`config.mk`:
```
export PLATFORM = sky130hd
export DESIGN_NAME = ratio_trimmed_mean_filter_flat
export DESIGN_NICKNAME = d
export VERILOG_FILES = /design/src/sv/rtmf_pkg.sv /design/src/sv/rtmf_if.sv /design/src/sv/ratio_trimmed_mean_filter.sv /design/src/sv/rtmf_div.sv /design/src/sv/rtmf_core.sv /design/src/flat_wrapper.sv
export SDC_FILE = /design/constraint.sdc
export NUM_CORES = 2
export LEC_CHECK = 0
export BUFFER_PORTS_ARGS = -buffer_cell sky130_fd_sc_hd__buf_4
export CELL_PAD_IN_SITES_DETAIL_PLACEMENT = 0
export CELL_PAD_IN_SITES_GLOBAL_PLACEMENT = 1
export CORE_MARGIN = 1
export CORE_UTILIZATION = 40
export CTS_BUF_LIST = sky130_fd_sc_hd__clkbuf_2 sky130_fd_sc_hd__clkbuf_4 sky130_fd_sc_hd__clkbuf_8
export CTS_CLUSTER_SIZE = 10
export DETAILED_ROUTE_END_ITERATION = 6
export HOLD_SLACK_MARGIN = 0.08
export PLACE_DENSITY_LB_ADDON = 0.2
export SYNTH_ARGS = -nofsm -noshare
export SYNTH_HDL_FRONTEND = slang
export SYNTH_HIERARCHICAL = 1
export SYNTH_SLANG_ARGS = --single-unit
```
`constraint.sdc`:
```
create_clock -name clk -period 6.6 [get_ports clk]
set_clock_uncertainty 0.15 [all_clocks]
set_input_delay 0.99 -clock clk [delete_from_list [all_inputs] [get_ports clk]]
set_output_delay 0.99 -clock clk [all_outputs]
set_load 0.005 [all_outputs]
```
`src/sv/rtmf_pkg.sv`:
```
`timescale 1ns / 1ps
// ----------------------------------------------------------------------------
// rtmf_pkg
// Shared constants and types of the ratio trimmed-mean filter.
// ----------------------------------------------------------------------------
package rtmf_pkg;
	localparam int BLOCK_LEN  = 15;
	localparam int KEEP_COUNT = 5;
	localparam int RING_LEN   = 15;
	localparam int KEEP       = (KEEP_COUNT > BLOCK_LEN) ? BLOCK_LEN : KEEP_COUNT;
	localparam int START      = (BLOCK_LEN - KEEP) / 2;
	localparam int BIW        = $clog2(BLOCK_LEN + 1);
	localparam int RIW        = $clog2(RING_LEN + 1);
	localparam int BAW        = (BLOCK_LEN > 1) ? $clog2(BLOCK_LEN) : 1;
	localparam int RAW        = (RING_LEN > 1) ? $clog2(RING_LEN) : 1;
	localparam int SUMW       = 40;

	// reciprocal multiply for the division of the window sum by KEEP
	localparam int     TRW      = 32 + $clog2(KEEP);
	localparam int     TRIM_SH  = TRW + $clog2(KEEP);
	localparam int     TMW      = TRW + 1;
	localparam longint TRIM_MUL = ((64'sd1 <<< TRIM_SH) + KEEP - 1) / KEEP;
	localparam int     TNCH     = (TRW + 15) / 16;
	localparam int     TMAGW    = 16 * TNCH;
	localparam int     TCW      = $clog2(TNCH + 1);
	localparam int     TACCW    = TMAGW + TMW;

	typedef struct packed {
		logic signed [15:0] chan_a_high;
		logic signed [15:0] chan_a_low;
		logic signed [15:0] chan_b_high;
		logic signed [15:0] chan_b_low;
	} in_item_t;

	typedef struct packed {
		logic signed [31:0] sample_ratio;
		logic               block_done;
		logic signed [31:0] trimmed_mean;
		logic signed [31:0] filtered_ratio;
	} out_item_t;

	typedef struct packed {
		logic              start;
		logic signed [SUMW-1:0] dividend;
		logic        [SUMW-1:0] divisor;
	} div_req_t;

	function automatic logic signed [31:0] sat32(input logic signed [SUMW:0] v);
		logic signed [31:0] r;
		if (v > $signed({{(SUMW-30){1'b0}}, 31'h7FFFFFFF}))
			r = 32'sh7FFFFFFF;
		else if (v < -$signed({{(SUMW-31){1'b0}}, 32'h80000000}))
			r = 32'sh80000000;
		else
			r = v[31:0];
		return r;
	endfunction
endpackage

```
`src/sv/rtmf_if.sv`:
```
`timescale 1ns / 1ps
// ----------------------------------------------------------------------------
// rtmf_if
// Valid/ready channel carrying one item.
// ----------------------------------------------------------------------------
interface rtmf_in_if;
	import rtmf_pkg::*;
	logic     valid;
	logic     ready;
	in_item_t data;
	modport source (output valid, output data, input ready);
	modport sink (input valid, input data, output ready);
endinterface

interface rtmf_out_if;
	import rtmf_pkg::*;
	logic      valid;
	logic      ready;
	out_item_t data;
	modport source (output valid, output data, input ready);
	modport sink (input valid, input data, output ready);
endinterface

```
`src/sv/ratio_trimmed_mean_filter.sv`:
```
`timescale 1ns / 1ps
// An item that does not close a block runs the 40-step ratio divider from input
// accept to output valid; when the B amplitude is zero the divider is skipped.
// The item that closes a block also runs a sort through the block memory, trim,
// ring sum and a 40-step divider pass for the ring average.
// One item at a time; next item accepted the cycle after the result is taken.
// Reset clears indexes, fill count and last values; memories are not cleared.
// ----------------------------------------------------------------------------
// ratio_trimmed_mean_filter
// Top level: input handshake, core sequencer and output register.
// ----------------------------------------------------------------------------
module ratio_trimmed_mean_filter (
	input  logic clk,
	input  logic arst_n,
	rtmf_in_if.sink    in_ch,
	rtmf_out_if.source out_ch
);
	import rtmf_pkg::*;

	logic      core_idle;
	logic      core_finish;
	out_item_t core_res;
	logic      busy_q;
	logic      ovalid_q;
	out_item_t odata_q;
	logic      take;

	assign in_ch.ready = !busy_q && !ovalid_q && core_idle;
	assign take        = in_ch.valid && in_ch.ready;

	rtmf_core u_core (
		.clk    (clk),
		.arst_n (arst_n),
		.start  (take),
		.item   (in_ch.data),
		.idle   (core_idle),
		.finish (core_finish),
		.result (core_res)
	);

	always_ff @(posedge clk or negedge arst_n) begin
		if (!arst_n) begin
			busy_q   <= 1'b0;
			ovalid_q <= 1'b0;
		end else begin
			if (take) busy_q <= 1'b1;
			else if (core_finish) busy_q <= 1'b0;
			if (core_finish) ovalid_q <= 1'b1;
			else if (out_ch.ready) ovalid_q <= 1'b0;
		end
	end

	always_ff @(posedge clk) begin
		if (core_finish) odata_q <= core_res;
	end

	assign out_ch.valid = ovalid_q;
	assign out_ch.data  = odata_q;

	a_no_take_busy: assert property (@(posedge clk) disable iff (!arst_n)
		busy_q |-> !take) else $error("item taken while busy");
	a_finish_busy: assert property (@(posedge clk) disable iff (!arst_n)
		core_finish |-> busy_q) else $error("finish without item");
	a_out_hold: assert property (@(posedge clk) disable iff (!arst_n)
		ovalid_q |-> !core_finish) else $error("result overwritten");
endmodule

```
`src/sv/rtmf_div.sv`:
```
`timescale 1ns / 1ps
// ----------------------------------------------------------------------------
// rtmf_div
// Restoring signed divider, one quotient bit a cycle, truncating toward zero.
// ----------------------------------------------------------------------------
module rtmf_div (
	input  logic                            clk,
	input  logic                            arst_n,
	input  rtmf_pkg::div_req_t              req,
	output logic                            done,
	output logic signed [rtmf_pkg::SUMW:0]  quotient
);
	import rtmf_pkg::*;

	localparam int CW = $clog2(SUMW + 1);

	logic [SUMW-1:0] num_q;
	logic [SUMW-1:0] den_q;
	logic [SUMW-1:0] quo_q;
	logic [SUMW:0]   rem_q;
	logic            neg_q;
	logic [CW-1:0]   cnt_q;
	logic            busy_q;
	logic            done_q;
	logic [SUMW:0]   trial;
	logic [SUMW:0]   shifted;

	always_comb begin
		shifted = {rem_q[SUMW-1:0], num_q[SUMW-1]};
		trial   = shifted - {1'b0, den_q};
	end

	always_ff @(posedge clk or negedge arst_n) begin
		if (!arst_n) begin
			busy_q <= 1'b0;
			done_q <= 1'b0;
			cnt_q  <= '0;
		end else begin
			done_q <= 1'b0;
			if (req.start) begin
				busy_q <= 1'b1;
				cnt_q  <= CW'(SUMW);
			end else if (busy_q) begin
				cnt_q <= cnt_q - 1'b1;
				if (cnt_q == CW'(1)) begin
					busy_q <= 1'b0;
					done_q <= 1'b1;
				end
			end
		end
	end

	always_ff @(posedge clk) begin
		if (req.start) begin
			num_q <= req.dividend[SUMW-1] ? -req.dividend : req.dividend;
			den_q <= req.divisor;
			neg_q <= req.dividend[SUMW-1];
			rem_q <= '0;
			quo_q <= '0;
		end else if (busy_q) begin
			num_q <= {num_q[SUMW-2:0], 1'b0};
			if (!trial[SUMW]) begin
				rem_q <= trial;
				quo_q <= {quo_q[SUMW-2:0], 1'b1};
			end else begin
				rem_q <= shifted;
				quo_q <= {quo_q[SUMW-2:0], 1'b0};
			end
		end
	end

	assign done     = done_q;
	assign quotient = neg_q ? -$signed({1'b0, quo_q}) : $signed({1'b0, quo_q});
endmodule

```
`src/sv/rtmf_core.sv`:
```
`timescale 1ns / 1ps
// ----------------------------------------------------------------------------
// rtmf_core
// Sequencer around the block and ring memories: ratio, sort, trim, average.
// ----------------------------------------------------------------------------
module rtmf_core (
	input  logic                    clk,
	input  logic                    arst_n,
	input  logic                    start,
	input  rtmf_pkg::in_item_t      item,
	output logic                    idle,
	output logic                    finish,
	output rtmf_pkg::out_item_t     result
);
	import rtmf_pkg::*;

	localparam logic [3:0] ST_IDLE  = 4'd0;
	localparam logic [3:0] ST_RDIV  = 4'd1;
	localparam logic [3:0] ST_RWAIT = 4'd2;
	localparam logic [3:0] ST_SRDI  = 4'd3;
	localparam logic [3:0] ST_SRDJ  = 4'd4;
	localparam logic [3:0] ST_SCMP  = 4'd5;
	localparam logic [3:0] ST_SUM   = 4'd6;
	localparam logic [3:0] ST_TDIV  = 4'd7;
	localparam logic [3:0] ST_TWAIT = 4'd8;
	localparam logic [3:0] ST_RSUM  = 4'd9;
	localparam logic [3:0] ST_FDIV  = 4'd10;
	localparam logic [3:0] ST_FWAIT = 4'd11;
	localparam logic [3:0] ST_DONE  = 4'd12;
	localparam logic [3:0] ST_SLDI  = 4'd13;

	localparam logic [TMW-1:0] TRIM_MUL_V = TMW'(TRIM_MUL);

	logic signed [31:0] blk_mem [BLOCK_LEN];
	logic signed [31:0] ring_mem [RING_LEN];
	logic signed [31:0] blk_rd_s1;
	logic signed [31:0] ring_rd_s1;
	logic [BAW-1:0]     blk_ra;
	logic               blk_we;
	logic [BAW-1:0]     blk_wa;
	logic signed [31:0] blk_wd;
	logic               ring_we;
	logic [RAW-1:0]     ring_wa;
	logic signed [31:0] ring_wd;
	logic [RAW-1:0]     ring_ra;

	logic [3:0]         state_q;
	logic [BIW-1:0]     bidx_q;
	logic [RIW-1:0]     ridx_q;
	logic [RIW-1:0]     fill_q;
	logic signed [31:0] trim_q;
	logic signed [31:0] filt_q;
	logic signed [31:0] ratio_q;
	logic signed [16:0] amp_a_q;
	logic signed [16:0] amp_b_q;
	logic [BIW-1:0]     i_q;
	logic [BIW-1:0]     j_q;
	logic signed [31:0] vi_q;
	logic signed [SUMW-1:0] sum_q;
	logic               rd_ok_q;
	logic               swap_q;
	logic [BAW-1:0]     swap_a_q;
	logic signed [31:0] swap_d_q;
	logic [TMAGW-1:0]   tmag_q;
	logic               tneg_q;
	logic [TACCW-1:0]   tacc_q;
	logic [TCW-1:0]     tcnt_q;
	logic [15+TMW:0]    tprod;
	logic [SUMW:0]      tmag_ext;
	logic signed [31:0] trim_val;
	div_req_t           dreq;
	logic               ddone;
	logic signed [SUMW:0] dquo;

	always_ff @(posedge clk) begin
		if (blk_we) blk_mem[blk_wa] <= blk_wd;
		blk_rd_s1 <= blk_mem[blk_ra];
		if (ring_we) ring_mem[ring_wa] <= ring_wd;
		ring_rd_s1 <= ring_mem[ring_ra];
	end

	rtmf_div u_div (
		.clk      (clk),
		.arst_n   (arst_n),
		.req      (dreq),
		.done     (ddone),
		.quotient (dquo)
	);

	always_comb begin
		tprod    = {{TMW{1'b0}}, tmag_q[TMAGW-1 -: 16]} * {16'h0000, TRIM_MUL_V};
		tmag_ext = {{(SUMW-31){1'b0}}, tacc_q[TRIM_SH +: 32]};
		trim_val = sat32(tneg_q ? -$signed(tmag_ext) : $signed(tmag_ext));
	end

	always_comb begin
		dreq = '{start: 1'b0, dividend: '0, divisor: '0};
		blk_we = 1'b0;
		blk_wa = bidx_q[BAW-1:0];
		blk_wd = ratio_q;
		blk_ra = i_q[BAW-1:0];
		ring_we = 1'b0;
		ring_wa = ridx_q[RAW-1:0];
		ring_wd = trim_q;
		ring_ra = i_q[RAW-1:0];
		unique case (state_q)
			ST_RDIV: begin
				dreq.start    = (amp_b_q != 0);
				dreq.dividend = amp_b_q[16] ? -SUMW'($signed({amp_a_q, 16'h0000}))
					: SUMW'($signed({amp_a_q, 16'h0000}));
				dreq.divisor  = amp_b_q[16] ? SUMW'(-amp_b_q) : SUMW'(amp_b_q);
			end
			ST_SLDI: blk_ra = j_q[BAW-1:0];
			ST_SRDJ: blk_ra = j_q[BAW-1:0];
			ST_SCMP: begin
				if (vi_q > blk_rd_s1) begin
					blk_we = 1'b1;
					blk_wa = i_q[BAW-1:0];
					blk_wd = blk_rd_s1;
				end
			end
			ST_FDIV: begin
				dreq.start    = 1'b1;
				dreq.dividend = sum_q;
				dreq.divisor  = SUMW'(fill_q);
			end
			ST_DONE: blk_we = 1'b1;
			default: ;
		endcase
		if (swap_q) begin
			blk_we = 1'b1;
			blk_wa = swap_a_q;
			blk_wd = swap_d_q;
		end
		if (state_q == ST_TWAIT && tcnt_q == '0) begin
			ring_we = 1'b1;
			ring_wd = trim_val;
		end
	end

	always_ff @(posedge clk or negedge arst_n) begin
		if (!arst_n) begin
			state_q <= ST_IDLE;
			bidx_q  <= '0;
			ridx_q  <= '0;
			fill_q  <= '0;
			trim_q  <= '0;
			filt_q  <= '0;
			swap_q  <= 1'b0;
		end else begin
			swap_q <= 1'b0;
			unique case (state_q)
				ST_IDLE: begin
					if (start) state_q <= ST_RDIV;
				end
				ST_RDIV: begin
					if (amp_b_q == 0) begin
						ratio_q <= amp_a_q[16] ? 32'sh80000000 : 32'sh7FFFFFFF;
						state_q <= ST_DONE;
					end else begin
						state_q <= ST_RWAIT;
					end
				end
				ST_RWAIT: begin
					if (ddone) begin
						ratio_q <= sat32(dquo);
						state_q <= ST_DONE;
					end
				end
				ST_SRDI: state_q <= ST_SLDI;
				ST_SLDI: begin
					vi_q    <= blk_rd_s1;
					state_q <= ST_SCMP;
				end
				ST_SRDJ: state_q <= ST_SCMP;
				ST_SCMP: begin
					if (vi_q > blk_rd_s1) begin
						swap_q   <= 1'b1;
						swap_a_q <= j_q[BAW-1:0];
						swap_d_q <= vi_q;
						vi_q     <= blk_rd_s1;
					end
					if (j_q == BIW'(BLOCK_LEN - 1)) begin
						if (i_q == BIW'(BLOCK_LEN - 2)) begin
							i_q     <= BIW'(START);
							sum_q   <= '0;
							state_q <= ST_SUM;
							rd_ok_q <= 1'b0;
						end else begin
							i_q     <= i_q + 1'b1;
							j_q     <= i_q + BIW'(2);
							state_q <= ST_SRDI;
						end
					end else begin
						j_q     <= j_q + 1'b1;
						state_q <= ST_SRDJ;
					end
				end
				ST_SUM: begin
					rd_ok_q <= 1'b1;
					if (rd_ok_q) sum_q <= sum_q + SUMW'(blk_rd_s1);
					if (i_q == BIW'(START + KEEP)) begin
						state_q <= ST_TDIV;
					end else begin
						i_q <= i_q + 1'b1;
					end
				end
				ST_TDIV: begin
					tmag_q  <= TMAGW'(sum_q[SUMW-1] ? -sum_q : sum_q);
					tneg_q  <= sum_q[SUMW-1];
					tacc_q  <= '0;
					tcnt_q  <= TCW'(TNCH);
					state_q <= ST_TWAIT;
				end
				ST_TWAIT: begin
					if (tcnt_q != '0) begin
						tacc_q <= {tacc_q[TACCW-17:0], 16'h0000} + TACCW'(tprod);
						tmag_q <= {tmag_q[TMAGW-17:0], 16'h0000};
						tcnt_q <= tcnt_q - 1'b1;
					end else begin
						trim_q  <= trim_val;
						ridx_q  <= (ridx_q == RIW'(RING_LEN - 1)) ? '0 : ridx_q + 1'b1;
						if (fill_q != RIW'(RING_LEN)) fill_q <= fill_q + 1'b1;
						i_q     <= '0;
						sum_q   <= '0;
						rd_ok_q <= 1'b0;
						state_q <= ST_RSUM;
					end
				end
				ST_RSUM: begin
					rd_ok_q <= 1'b1;
					if (rd_ok_q) sum_q <= sum_q + SUMW'(ring_rd_s1);
					if (i_q == BIW'(fill_q)) begin
						state_q <= ST_FDIV;
					end else begin
						i_q <= i_q + 1'b1;
					end
				end
				ST_FDIV: state_q <= ST_FWAIT;
				ST_FWAIT: begin
					if (ddone) begin
						filt_q  <= sat32(dquo);
						state_q <= ST_IDLE;
					end
				end
				ST_DONE: begin
					if (bidx_q == BIW'(BLOCK_LEN - 1)) begin
						bidx_q  <= '0;
						i_q     <= '0;
						j_q     <= BIW'(1);
						state_q <= ST_SRDI;
					end else begin
						bidx_q  <= bidx_q + 1'b1;
						state_q <= ST_IDLE;
					end
				end
				default: state_q <= ST_IDLE;
			endcase
		end
	end

	always_ff @(posedge clk) begin
		if (start && state_q == ST_IDLE) begin
			amp_a_q <= 17'(item.chan_a_high) - 17'(item.chan_a_low);
			amp_b_q <= 17'(item.chan_b_high) - 17'(item.chan_b_low);
		end
	end

	assign idle   = (state_q == ST_IDLE);
	assign finish = (state_q == ST_DONE && bidx_q != BIW'(BLOCK_LEN - 1))
		|| (state_q == ST_FWAIT && ddone);
	assign result = '{sample_ratio: ratio_q,
		block_done: (state_q == ST_FWAIT),
		trimmed_mean: trim_q,
		filtered_ratio: (state_q == ST_FWAIT) ? sat32(dquo) : filt_q};
endmodule

```
`src/flat_wrapper.sv`:
```
// flat-port wrapper written by rule: the top's interface ports become plain ports
module ratio_trimmed_mean_filter_flat import rtmf_pkg::*;
  (clk, arst_n, in_ch_valid, in_ch_data, in_ch_ready, out_ch_valid, out_ch_data, out_ch_ready);
  rtmf_in_if in_ch_i ();
  rtmf_out_if out_ch_i ();
  input  logic clk;
  input  logic arst_n;
  input wire logic [$bits(in_ch_i.valid)-1:0] in_ch_valid;
  input wire logic [$bits(in_ch_i.data)-1:0] in_ch_data;
  output wire logic [$bits(in_ch_i.ready)-1:0] in_ch_ready;
  output wire logic [$bits(out_ch_i.valid)-1:0] out_ch_valid;
  output wire logic [$bits(out_ch_i.data)-1:0] out_ch_data;
  input wire logic [$bits(out_ch_i.ready)-1:0] out_ch_ready;
  assign in_ch_i.valid = in_ch_valid;
  assign in_ch_i.data = in_ch_data;
  assign in_ch_ready = in_ch_i.ready;
  assign out_ch_valid = out_ch_i.valid;
  assign out_ch_data = out_ch_i.data;
  assign out_ch_i.ready = out_ch_ready;
  ratio_trimmed_mean_filter u_core (.clk(clk), .arst_n(arst_n), .in_ch(in_ch_i), .out_ch(out_ch_i));
endmodule
```
==> results.json <==
{
  "status": "completed",
  "pre_cts_slack_ps": -414.2,
  "drtPass1Iterations": 5,
  "die-area_sq_um": 207400,
  "clk_pin_slew_worst_paths_ps": 60,
  "drive_gt1_share_pct": 19.73,
  "path_class": "register to register",
  "critPathLaunchType": "register",
  "antenna_found_initial": 1,
  "arrival_ps": 6970,
  "vias": 52320,
  "max_stage_delay_ps": 600,
  "ys_ff_latch": 1677,
  "syn_avg_cell_area_sq_um": 12.99,
  "drc": 0,
  "cp.required_ps": 7160,
  "numCtsBuffers": 307,
  "relSlewSlack_pct": 23.61,
  "tightest_slew_ps": 1146,
  "wire_per_inst_um": 22.72,
  "hold_viol": 0,
  "fin_ws_ps": 185.2,
  "holdWs_ps": 262.4,
  "gp_congestion": 0.8661,
  "htree_levels": 5,
  "ys_seq_area_share_pct": 58.93,
  "rows": 166,
  "async_flop_share_pct": 5.426,
  "crit_fanout": 7,
  "max_clock_freq_mhz": 155.9,
  "cts_root_buffer": "clkbuf_8",
  "grt_max_degree": 198,
  "fin_nets": 7378,
  "drv_cap": 0,
  "viasPerCell": 5.361,
  "netlist_area_sq_um": 82240,
  "yosysUniqueCellTypes": 96,
  "io_buffers": 166,
  "clockBufferDepth": 4,
  "post-route-min-period_ps": 6415,
  "core_area_sq_um": 204400,
  "die_h_um": 455.4,
  "report.final.setup_viol": 0,
  "grt_setup_unrepaired": "true",
  "ys_warn_count": 6,
  "tns_ps": 0,
  "die_w_um": 455.4,
  "netlist_instances": 6332,
  "grt_pass1_vias": 52670,
  "grt_pass1_wl_um": 334000,
  "dp_hpwl_um": 145900,
  "cts_tree": "yes",
  "end_kind": "register",
  "gr-total-overflow": 0,
  "cp_slowest_cell": "fa_2",
  "fin_util_pct": 46.68,
  "period_share_pct": 97.19,
  "synth-main-ff-cell": "edfxtp_1",
  "grt_usage_pct": 21.13,
  "clock-sinks": 1677,
  "start_util_pct": 40.24,
  "drt_wl_total_um": 221800,
  "antenna_left": 0,
  "synth_edf_count": 1442,
  "maxSlewViolCount": 0,
  "min_path_type": "register to register",
  "area_growth_pct": 16.00,
  "ioPinCount": 167,
  "drtIter0Drc": 4057,
  "clock_latency_ps": 1040
}
layout make-up:
| cell class | count | area (sq um) |
|---|---|---|
| Clock inverter | 93 | 651.9 |
| Clock buffer | 445 | 5474 |
| Sequential cell | 1677 | 48470 |
| Multi-Input combinational cell | 3911 | 31910 |
| Antenna cell | 2 | 5.005 |
| Tap cell | 2688 | 3363 |
| Timing Repair Buffer | 483 | 3795 |
| Fill cell | 18310 | 109000 |
| Inverter | 460 | 1733 |
per-stage QoR:
stage               cell area, sq um  cells
floorplan                      82320   6354
global placement               88530   9203
detailed placement             88530   9203
CTS                            94890   9746
global route                   95390   9758
finish                         95400   9759
synth_stat cells (all sizes together) (60+ instances only):
cell type,number,share of area (%)
a211oi,126,1.2
a21oi,332,2.0
buf,67,0.36
clkbuf,239,1.1
dfrtp,91,2.8
dfxtp,144,3.5
edfxtp,1442,53
fa,150,3.7
ha,320,4.9
inv,460,2.1
mux2i,173,2.1
mux4,216,5.9
nand2,487,2.2
nand3,72,0.44
nor2,506,2.3
nor3,95,0.58
o21ai,363,2.2
o31ai,60,0.58
xnor2,131,1.4
xor2,191,2.0
critical path, delay by kind of cell, from the launching register on:
kind,cells,cell delay (ps)
adder cells (fa/ha/maj),7,3160
AO/OA/AOI/OAI,6,1110
buffers and inverters,9,1020
flip-flops,1,450
AND/OR/NAND/NOR,2,140
XOR/XNOR,1,100
kinds of logic (layout without fill, tap and decap cells):
family	Yosys count	in the layout	synth area share [%]
simple gates	1484	1484	8.240
mux	398	398	8.145
other cells	1	25	0.004560
compound gates	1214	1214	9.179
buf+inv	766	1481	3.551
flops	1677	1677	58.93
xor+xnor	322	322	3.429
fa+ha+maj	470	470	8.520
cell usage in the layout, fill, tap and decap left out, types with 170 or more instances in the layout:
cell      count
a21oi_1     315
buf_4       463
clkbuf_8    341
edfxtp_1   1442
ha_1        304
inv_1       445
mux2i_1     170
mux4_2      216
nand2_1     484
nor2_1      471
o21ai_0     348
xor2_1      191
metal layers:
layer  share of wire (%)  up-vias  track usage [%]
met5                   0        -                0
met4                 2.2        0            5.825
met3                 4.8      292            3.021
met1                  46    26300            29.85
met2                  47     1320            34.01
li1                    -    24410                -
registers in the layout (all words and copies together), names as in the netlist, 6 cells and up:
signal,flops
u_core/u_core/u_div/rem_q,40
u_core/u_core/u_div/den_q,40
u_core/u_core/amp_b_q,17
u_core/u_core/ring_mem,480
u_core/u_core/u_div/cnt_q,6
u_core/u_core/tmag_q,48
u_core/u_core/swap_d_q,32
u_core/u_core/trim_q,32
u_core/out_ch.data,97
u_core/u_core/u_div/quo_q,40
u_core/u_core/u_div/num_q,40
u_core/u_core/tacc_q,70
u_core/u_core/ring_rd_s1,32
u_core/u_core/filt_q,32
u_core/u_core/amp_a_q,17
u_core/u_core/sum_q,40
u_core/u_core/blk_mem,480
u_core/u_core/blk_rd_s1,32
u_core/u_core/vi_q,32
u_core/u_core/ratio_q,32
path summary, 6_finish.rpt:
path / from / end / slack [ps] / depth (start not counted)
worst max-delay path: u_core/u_core/tmag_q[43]$_DFFE_PP_ / u_core/u_core/tacc_q[55]$_SDFFCE_PN0P_ / 190 / 25
worst min-delay path: u_core/u_core/vi_q[15]$_DFFE_PP_ / u_core/u_core/swap_d_q[15]$_DFFE_PP_ / 260 / 0
worst max register to register: u_core/u_core/tmag_q[43]$_DFFE_PP_ / u_core/u_core/tacc_q[55]$_SDFFCE_PN0P_ / 190 / 25
worst min register to register: u_core/u_core/vi_q[15]$_DFFE_PP_ / u_core/u_core/swap_d_q[15]$_DFFE_PP_ / 260 / 0
max in group asynchronous: arst_n / u_core/u_core/u_div/busy_q$_DFF_PN0_ / 4840 / 3
min in group asynchronous: arst_n / u_core/u_core/ridx_q[3]$_DFFE_PN0P_ / 300 / 2
what timing repair did:
action | 4_1_cts | 5_1_grt
buffers inserted | 3 | 11
gates resized for setup | 35 | 92
hold buffers | 2 | 0
pin swaps | 16 | 54
setup endpoints to repair | 27 | 39
endpoints found under the hold margin | 39 | 0
Power is not shown: default switching activity piles up to over one toggle a cycle in this logic, so the estimate is an artifact.
